$ cat src/rtl/rrfc_pkg.sv
// package: shared types and constants of the reader reply frame classifier
package rrfc_pkg;

    // parse phases
    typedef enum logic [1:0] {
        PH_EMPTY  = 2'd0,
        PH_PRIMED = 2'd1,
        PH_FRAME  = 2'd2,
        PH_DONE   = 2'd3
    } phase_t;

    // result codes
    localparam logic [2:0] RC_NONE     = 3'd0;
    localparam logic [2:0] RC_ITEM_ONE = 3'd1;
    localparam logic [2:0] RC_ITEM_TWO = 3'd2;
    localparam logic [2:0] RC_UNKNOWN  = 3'd3;
    localparam logic [2:0] RC_ERROR    = 3'd4;

    // tag pair classes
    localparam logic [1:0] PAIR_NONE = 2'd0;
    localparam logic [1:0] PAIR_ONE  = 2'd1;
    localparam logic [1:0] PAIR_TWO  = 2'd2;

    // operations
    localparam logic OP_BYTE  = 1'b0;
    localparam logic OP_BURST = 1'b1;

    // register indexes
    localparam logic [1:0] REG_HEADER = 2'd0;
    localparam logic [1:0] REG_ITEM1  = 2'd1;
    localparam logic [1:0] REG_ITEM2  = 2'd2;
    localparam logic [1:0] REG_NOTAG  = 2'd3;

    // register reset values
    localparam logic [15:0] HEADER_RST = 16'h5246;
    localparam logic [15:0] ITEM1_RST  = 16'h0001;
    localparam logic [15:0] ITEM2_RST  = 16'h0002;
    localparam logic [23:0] NOTAG_RST  = 24'h070150;

    // frame bytes
    localparam logic [7:0]  TYPE_GOOD    = 8'h01;
    localparam logic [7:0]  CMD_PLAIN    = 8'h21;
    localparam logic [7:0]  CMD_TAG_READ = 8'h22;
    localparam logic [15:0] LEN_NO_TAG   = 16'd3;
    localparam logic [15:0] LEN_FIXED    = 16'd9;

    // frame positions
    localparam int unsigned POS_W = 17;
    localparam logic [POS_W-1:0] POS_HDR_END  = 17'd2;
    localparam logic [POS_W-1:0] POS_TYPE     = 17'd2;
    localparam logic [POS_W-1:0] POS_CMD      = 17'd5;
    localparam logic [POS_W-1:0] POS_LEN_HI   = 17'd6;
    localparam logic [POS_W-1:0] POS_LEN_LO   = 17'd7;
    localparam logic [POS_W-1:0] POS_PAYLOAD  = 17'd8;
    localparam logic [POS_W-1:0] POS_PAIR2    = 17'd9;
    localparam logic [POS_W-1:0] POS_NOTAG_B1 = 17'd9;
    localparam logic [POS_W-1:0] POS_NOTAG_B2 = 17'd10;
    localparam logic [POS_W-1:0] POS_FIXED    = 17'd16;
    localparam logic [POS_W-1:0] POS_MAX      = 17'h1FFFF;

    // one result transaction
    typedef struct packed {
        logic [2:0] result_code;
        logic [7:0] command_code;
    } result_t;

endpackage

$ cat src/rtl/rrfc_in_if.sv
// interface: input byte channel
interface rrfc_in_if;
    logic       valid;
    logic       ready;
    logic       operation;
    logic [7:0] data_byte;

    modport source (output valid, output operation, output data_byte, input ready);
    modport sink (input valid, input operation, input data_byte, output ready);
endinterface

$ cat src/rtl/rrfc_out_if.sv
// interface: result channel
interface rrfc_out_if;
    logic       valid;
    logic       ready;
    logic [2:0] result_code;
    logic [7:0] command_code;

    modport source (output valid, output result_code, output command_code, input ready);
    modport sink (input valid, input result_code, input command_code, output ready);
endinterface

$ cat src/rtl/reader_reply_frame_classifier_core.sv
// top level: reader reply frame classifier
//
// Usage:
//   byte_in carries one transaction per reply byte (operation 0) or an end of
//   burst marker (operation 1). class_out carries one class per completed
//   frame, and one error for an end of burst that arrives before a frame is
//   complete. Registers are written through write_enable / write_index /
//   write_data while no transaction is in flight.
// Throughput and timing: one transaction is accepted every cycle while
//   byte_in.ready is high; a result is shown the cycle after the accepting
//   edge if none is waiting. The per-byte parse step is a single pass of
//   compare and count logic between the parse state and the result register.
// Stall:
//   a two-entry result buffer (output register plus skid register) sits in
//   front of class_out; byte_in.ready falls only while both entries hold
//   results, so bytes keep flowing while one result waits.
// Reset:
//   rst_n clears the parse state, empties the result buffer and loads the
//   register defaults; hunting for a header starts afresh.
module reader_reply_frame_classifier_core
    import rrfc_pkg::*;
(
    input  logic        clk,
    input  logic        rst_n,
    rrfc_in_if.sink     byte_in,
    rrfc_out_if.source  class_out,
    input  logic        write_enable,
    input  logic [1:0]  write_index,
    input  logic [23:0] write_data
);

    // configuration registers
    logic [15:0] header_reg;
    logic [15:0] item1_reg;
    logic [15:0] item2_reg;
    logic [23:0] notag_reg;

    // parse state
    phase_t           phase_reg, phase_next;
    logic [7:0]       prev_reg, prev_next;
    logic [POS_W-1:0] pos_reg, pos_next;
    logic             type_ok_reg, type_ok_next;
    logic [7:0]       cmd_reg, cmd_next;
    logic [15:0]      len_reg, len_next;
    logic             notag_ok_reg, notag_ok_next;
    logic [1:0]       first_reg, first_next;
    logic [1:0]       fixed_reg, fixed_next;
    logic [7:0]       pair_reg, pair_next;

    // result buffer
    result_t main_reg, skid_reg;
    logic    main_valid_reg, skid_valid_reg;

    logic    accept;
    logic    pop;
    logic    has_result;
    result_t res;
    logic [7:0] want_byte;

    function automatic logic [1:0] tag_class(input logic [7:0] hi, input logic [7:0] lo,
                                             input logic [15:0] t1, input logic [15:0] t2);
        logic [15:0] pair;
        pair = {hi, lo};
        if (pair == t1) return PAIR_ONE;
        if (pair == t2) return PAIR_TWO;
        return PAIR_NONE;
    endfunction

    function automatic logic [2:0] classify(input logic t_ok, input logic [7:0] cmd,
                                            input logic [15:0] len, input logic nt_ok,
                                            input logic [1:0] fixed, input logic [1:0] first);
        if (!t_ok) return RC_ERROR;
        if (cmd == CMD_PLAIN) return RC_NONE;
        if (cmd != CMD_TAG_READ) return RC_ERROR;
        if (len == LEN_NO_TAG) return nt_ok ? RC_NONE : RC_ERROR;
        if (len >= LEN_FIXED && fixed != PAIR_NONE) return {1'b0, fixed};
        if (first != PAIR_NONE) return {1'b0, first};
        return RC_UNKNOWN;
    endfunction

    assign byte_in.ready = !skid_valid_reg;
    assign accept        = byte_in.valid && !skid_valid_reg;
    assign pop           = main_valid_reg && class_out.ready;

    assign class_out.valid        = main_valid_reg;
    assign class_out.result_code  = main_reg.result_code;
    assign class_out.command_code = main_reg.command_code;

    // configuration writes
    always_ff @(posedge clk or negedge rst_n)
    begin
        if (!rst_n)
        begin
            header_reg <= HEADER_RST;
            item1_reg  <= ITEM1_RST;
            item2_reg  <= ITEM2_RST;
            notag_reg  <= NOTAG_RST;
        end
        else if (write_enable)
        begin
            case (write_index)
                REG_HEADER: header_reg <= write_data[15:0];
                REG_ITEM1:  item1_reg  <= write_data[15:0];
                REG_ITEM2:  item2_reg  <= write_data[15:0];
                REG_NOTAG:  notag_reg  <= write_data;
                default:    header_reg <= header_reg;
            endcase
        end
    end

    // expected no-tag byte at the current payload position
    always_comb
    begin
        case (pos_reg)
            POS_PAYLOAD:  want_byte = notag_reg[23:16];
            POS_NOTAG_B1: want_byte = notag_reg[15:8];
            default:      want_byte = notag_reg[7:0];
        endcase
    end

    // parse step for one accepted transaction
    always_comb
    begin
        phase_next    = phase_reg;
        prev_next     = prev_reg;
        pos_next      = pos_reg;
        type_ok_next  = type_ok_reg;
        cmd_next      = cmd_reg;
        len_next      = len_reg;
        notag_ok_next = notag_ok_reg;
        first_next    = first_reg;
        fixed_next    = fixed_reg;
        pair_next     = pair_reg;
        has_result    = 1'b0;
        res           = '{result_code: RC_ERROR, command_code: cmd_reg};

        if (accept)
        begin
            if (byte_in.operation == OP_BURST)
            begin
                // end of burst: error unless a frame completed
                has_result    = (phase_reg != PH_DONE);
                phase_next    = PH_EMPTY;
                prev_next     = 8'd0;
                pos_next      = '0;
                type_ok_next  = 1'b0;
                cmd_next      = 8'd0;
                len_next      = 16'd0;
                notag_ok_next = 1'b1;
                first_next    = PAIR_NONE;
                fixed_next    = PAIR_NONE;
                pair_next     = 8'd0;
            end
            else if (phase_reg == PH_DONE)
            begin
                prev_next = byte_in.data_byte;
            end
            else if (phase_reg != PH_FRAME)
            begin
                // header hunt
                if (phase_reg == PH_PRIMED && prev_reg == header_reg[15:8]
                    && byte_in.data_byte == header_reg[7:0])
                begin
                    phase_next    = PH_FRAME;
                    pos_next      = POS_HDR_END;
                    type_ok_next  = 1'b0;
                    cmd_next      = 8'd0;
                    len_next      = 16'd0;
                    notag_ok_next = 1'b1;
                    first_next    = PAIR_NONE;
                    fixed_next    = PAIR_NONE;
                    pair_next     = 8'd0;
                end
                else
                begin
                    phase_next = PH_PRIMED;
                end
                prev_next = byte_in.data_byte;
            end
            else
            begin
                // frame body
                if (pos_reg == POS_TYPE)
                    type_ok_next = (byte_in.data_byte == TYPE_GOOD);
                else if (pos_reg == POS_CMD)
                    cmd_next = byte_in.data_byte;
                else if (pos_reg == POS_LEN_HI)
                    len_next = {byte_in.data_byte, len_reg[7:0]};
                else if (pos_reg == POS_LEN_LO)
                    len_next = {len_reg[15:8], byte_in.data_byte};
                else if (pos_reg >= POS_PAYLOAD)
                begin
                    if (pos_reg <= POS_NOTAG_B2 && byte_in.data_byte != want_byte)
                        notag_ok_next = 1'b0;
                    if (pos_reg >= POS_PAIR2 && first_reg == PAIR_NONE)
                        first_next = tag_class(pair_reg, byte_in.data_byte,
                                               item1_reg, item2_reg);
                    if (pos_reg == POS_FIXED)
                        fixed_next = tag_class(pair_reg, byte_in.data_byte,
                                               item1_reg, item2_reg);
                    pair_next = byte_in.data_byte;
                end
                if (pos_reg != POS_MAX)
                    pos_next = pos_reg + 17'd1;
                prev_next = byte_in.data_byte;

                // frame completion
                if (pos_next >= POS_PAYLOAD && pos_next == ({1'b0, len_next} + POS_PAYLOAD))
                begin
                    has_result = 1'b1;
                    phase_next = PH_DONE;
                    res = '{result_code: classify(type_ok_next, cmd_next, len_next,
                                                  notag_ok_next, fixed_next, first_next),
                            command_code: cmd_next};
                end
            end
        end
    end

    // parse state registers
    always_ff @(posedge clk or negedge rst_n)
    begin
        if (!rst_n)
        begin
            phase_reg    <= PH_EMPTY;
            prev_reg     <= 8'd0;
            pos_reg      <= '0;
            type_ok_reg  <= 1'b0;
            cmd_reg      <= 8'd0;
            len_reg      <= 16'd0;
            notag_ok_reg <= 1'b1;
            first_reg    <= PAIR_NONE;
            fixed_reg    <= PAIR_NONE;
            pair_reg     <= 8'd0;
        end
        else
        begin
            phase_reg    <= phase_next;
            prev_reg     <= prev_next;
            pos_reg      <= pos_next;
            type_ok_reg  <= type_ok_next;
            cmd_reg      <= cmd_next;
            len_reg      <= len_next;
            notag_ok_reg <= notag_ok_next;
            first_reg    <= first_next;
            fixed_reg    <= fixed_next;
            pair_reg     <= pair_next;
        end
    end

    // result buffer control
    always_ff @(posedge clk or negedge rst_n)
    begin
        if (!rst_n)
        begin
            main_valid_reg <= 1'b0;
            skid_valid_reg <= 1'b0;
        end
        else if (pop)
        begin
            if (skid_valid_reg)
            begin
                skid_valid_reg <= 1'b0;
            end
            else
            begin
                main_valid_reg <= has_result;
            end
        end
        else if (!main_valid_reg)
        begin
            main_valid_reg <= has_result;
        end
        else if (has_result)
        begin
            skid_valid_reg <= 1'b1;
        end
    end

    // result buffer payload
    always_ff @(posedge clk)
    begin
        if (pop && skid_valid_reg)
            main_reg <= skid_reg;
        else if ((pop || !main_valid_reg) && has_result)
            main_reg <= res;
        else if (main_valid_reg && !pop && has_result)
            skid_reg <= res;
    end

endmodule

$ cat src/flat_wrapper.sv
// flat-port wrapper written by rule: the top's interface ports become plain ports
module reader_reply_frame_classifier_core_flat import rrfc_pkg::*;
  (clk, rst_n, write_enable, write_index, write_data, byte_in_valid, byte_in_operation, byte_in_data_byte, byte_in_ready, class_out_valid, class_out_result_code, class_out_command_code, class_out_ready);
  rrfc_in_if byte_in_i ();
  rrfc_out_if class_out_i ();
  input  logic clk;
  input  logic rst_n;
  input  logic write_enable;
  input  logic [1:0] write_index;
  input  logic [23:0] write_data;
  input wire logic [$bits(byte_in_i.valid)-1:0] byte_in_valid;
  input wire logic [$bits(byte_in_i.operation)-1:0] byte_in_operation;
  input wire logic [$bits(byte_in_i.data_byte)-1:0] byte_in_data_byte;
  output wire logic [$bits(byte_in_i.ready)-1:0] byte_in_ready;
  output wire logic [$bits(class_out_i.valid)-1:0] class_out_valid;
  output wire logic [$bits(class_out_i.result_code)-1:0] class_out_result_code;
  output wire logic [$bits(class_out_i.command_code)-1:0] class_out_command_code;
  input wire logic [$bits(class_out_i.ready)-1:0] class_out_ready;
  assign byte_in_i.valid = byte_in_valid;
  assign byte_in_i.operation = byte_in_operation;
  assign byte_in_i.data_byte = byte_in_data_byte;
  assign byte_in_ready = byte_in_i.ready;
  assign class_out_valid = class_out_i.valid;
  assign class_out_result_code = class_out_i.result_code;
  assign class_out_command_code = class_out_i.command_code;
  assign class_out_i.ready = class_out_ready;
  reader_reply_frame_classifier_core u_core (.clk(clk), .rst_n(rst_n), .byte_in(byte_in_i), .class_out(class_out_i), .write_enable(write_enable), .write_index(write_index), .write_data(write_data));
endmodule
$ cat config.mk
export PLATFORM = sky130hd
export DESIGN_NAME = reader_reply_frame_classifier_core_flat
export DESIGN_NICKNAME = d
export VERILOG_FILES = /design/src/rtl/rrfc_pkg.sv /design/src/rtl/rrfc_in_if.sv /design/src/rtl/rrfc_out_if.sv /design/src/rtl/reader_reply_frame_classifier_core.sv /design/src/flat_wrapper.sv
export SDC_FILE = /design/constraint.sdc
export NUM_CORES = 1
export LEC_CHECK = 0
export BUFFER_PORTS_ARGS = -buffer_cell sky130_fd_sc_hd__buf_4
export CELL_PAD_IN_SITES_DETAIL_PLACEMENT = 1
export CELL_PAD_IN_SITES_GLOBAL_PLACEMENT = 2
export CORE_MARGIN = 2
export CORE_UTILIZATION = 25
export DETAILED_ROUTE_END_ITERATION = 10
export HOLD_SLACK_MARGIN = 0.15
export PLACE_DENSITY_LB_ADDON = 0.1
export RECOVER_POWER = 25
export SYNTH_ARGS = -nofsm -noshare
export SYNTH_HDL_FRONTEND = slang
export SYNTH_SLANG_ARGS = --single-unit
$ cat constraint.sdc
create_clock -name clk -period 6.07 [get_ports clk]
set_clock_uncertainty 0.15 [all_clocks]
set_input_delay 1.214 -clock clk [delete_from_list [all_inputs] [get_ports clk]]
set_output_delay 1.214 -clock clk [all_outputs]
set_load 0.03 [all_outputs]
==> metrics <==
Resized Gates After CTS=0; CTS tree=built; Synth Warn #=0; final slew viol count=60; top-area cell type share of the netlist area=33.5%; synth top area cells=dfrtp_1, mux2_2, edfxtp_1, xnor2_1, dfstp_2; Slew HR=-123%; critical path's slowest cell=or3_1; max reg flops=24; Port Buffers=52; largest net degree at the start of global routing=60; crit path buf inv count=3; Gate power share=14.3%; CP Launch Type=flip-flop; Int Pwr=2.01 mW; Worst path max stage delay=0.55 ns; Final Hold Vio Count=0; Core Rows=70; Iter 0 DRT Violations=374; Worst EP required=6.06 ns; status=finished, violations left; chip width=197 µm; initial antenna violation count=0; HP Class=flip-flop to flip-flop; Crit Path Class=flip-flop to flip-flop; # diodes=0; clock network power share=39.1%; fillers=4,120; drt drc=0; Skew-Pair Late Insertion Delay=0.44 ns; Reg power frac=46.6%; violated checks=max-capacitance violations, max-slew violations; clock slew at reported path FFs=0.06 ns; CTS sink count=161; Fin Setup TNS=0 ns; ys flop type=dfrtp_1; root buf cell=clkbuf_16; Crit. End Element=flip-flop; Vias=7,231; flops & latches, synth=161; Final Critical Period=5.18 ns; DRT Wirelength=33,300 µm; FF-to-FF Start=u_core.pos_reg[1]; met2 usage=30.6%; CTS buffer count=17; CP Cell Sequence=inv_1 > ha_1 > or3_1 > nor2_1 > a21oi_2 > inv_1 > ha_1 > xnor2_1 > xnor2_1 > and3b_1 > nand4_1 > nor4_2 > nand4_2 > o31a_1 > nor3b_1 > buf_4; syn_area_per_cell=10.4 µm²; Starting Density=25.4%; Final nets=967; final total power=2.77 mW; grt peak-use layer=met2; I/O pin cnt=53; most common cell after layout, fill and taps aside=dfrtp_1; Synthesized Nets=940; met1 Usage GRT=23.6%; GRT overflow=0; reported max-cap violation count=1; GRT Util Overall=17.8%; cell family with most CP delay=simple AND/OR/NAND/NOR gates; Final Setup Violations=0; PD cells=260 nW/µm²; gpl congestion=0.789; H-Tree Depth=4; period utilization=85.3%; RSZ-0062 raised after global routing=false; DP Wirelength=23,900 µm; vias in the first global route=7,675; vias per cell=5.15; area leader, netlist=dfrtp_1; cts hold-fix bufs=0; Worst Path Arrival=5.17 ns; drt pass-1 iters=5; share of post-route cells with drive strength above 1=22.1%; Area Growth Syn to Fin=14.7%; Cells after Synth=895; count of cell types in the netlist=75; commonest non-fill, non-tap cells in the layout=dfrtp_1, mux2_2, nand2_1; number of synthesized flops with an enable pin=22; core area=36,500 µm²; Post-CTS Setup Inserts=0; global-route wire length before repair=50,600 µm; Leak=4.24 nW; FFs w/ async S/R, synth=86.3%; sequential element share of the synthesized area=44.9%; Final ANT Viol Nets=0; switching portion of total power=27.3%; Netlist Area Pre-Place=9270 µm²; peak supply drop=0.224 mV; Slew @ Worst Pin=3.34 ns; Max FO, Critical Path=16; CP Launch Point=u_core.pos_reg[1]; met3 Use GR=2.34%; chip height=197 µm; hold path start=u_core.fixed_reg[0]; NetSw=757 µW; fmax=193 MHz; post-layout util=29.1%; area of the die=38,600 µm²; CTS max path bufs=2; Avg WL per Cell=23.7 µm
path summary, 6_finish.rpt:
| check | to | slack [ns] | depth (start not counted) |
|---|---|---|---|
| max in group asynchronous | u_core.pos_reg[16] | 1.81 | 2 |
| max reg2reg | u_core.skid_reg[5] | 0.89 | 16 |
| max | u_core.skid_reg[5] | 0.89 | 16 |
| min in group asynchronous | u_core.notag_reg[22] | 1.73 | 1 |
| min reg2reg | u_core.fixed_reg[0] | 0.35 | 2 |
| min | u_core.fixed_reg[0] | 0.35 | 2 |
synthesized netlist by cell type (9+ instances only):
library cell / count
dfrtp_1: 124
mux2_2: 73
nand2_1: 59
xnor2_1: 55
nor2_1: 54
o21ai_0: 37
xor2_1: 35
a21oi_1: 33
nand3_1: 32
a22o_1: 30
clkbuf_1: 27
nor3_1: 24
edfxtp_1: 22
and3_1: 17
nand4_1: 17
nor4_1: 16
o21ai_1: 16
dfstp_2: 15
inv_1: 14
buf_2: 13
a31oi_1: 12
a21o_1: 11
a22oi_1: 11
o31ai_1: 11
mux2i_1: 10
nor3b_1: 9
stage by stage:
| stage | setup slack (ns) | hold WS, ns | std cells | area (µm²) |
|---|---|---|---|---|
| 2_1_floorplan | 1.15 | 0.293 | 895 | 9270 |
| 3_3_place_gp | 1.11 | 0.315 | 1371 | 10100 |
| 3_5_place_dp | 0.913 | 0.331 | 1371 | 10100 |
| 4_1_cts | 0.885 | 0.346 | 1403 | 10600 |
| 5_1_grt | 0.543 | 0.365 | 1403 | 10600 |
| 6_report | 0.892 | 0.349 | 1403 | 10600 |
logic make-up after synthesis:
logic type	share of synthesized area, %
AND/OR/NAND/NOR	17.5
flip-flops	44.9
multiplexers	10.2
AO/OA/AOI/OAI	14.7
buffers and inverters	3.38
XOR/XNOR	8.68
adder cells (fa/ha/maj)	0.675
tightest hold or removal path: stages (launching register included):
cell,delay [ns]
dfrtp_1,0.36
nand2_1,0.05
o21ai_0,0.06
final cells by class:
type	instances	area (µm²)	share of cell area, %
Timing Repair Buffer	61	444	4.18
Clock buffer	24	492	4.63
Clock inverter	8	80.1	0.753
Tap cell	468	586	5.51
Multi-Input combinational cell	667	4820	45.3
Sequential cell	161	4160	39.1
Inverter	14	52.6	0.494
per-layer routing:
metal,vias up,part of all wire [%]
met4,0,1.5
met3,23,2.5
met1,3732,47
met2,118,49
met5,-,0
li1,3358,-
power groups by stage:
stage	clock network (mW)	logic (mW)	registers [mW]
2_1_floorplan	0	0.251	1.30
5_1_grt	1.16	0.436	1.31
3_5_place_dp	0	0.406	1.31
4_1_cts	1.12	0.408	1.29
6_report	1.08	0.396	1.29
3_3_place_gp	0	0.404	1.31
(Power assumes the default switching activity.)
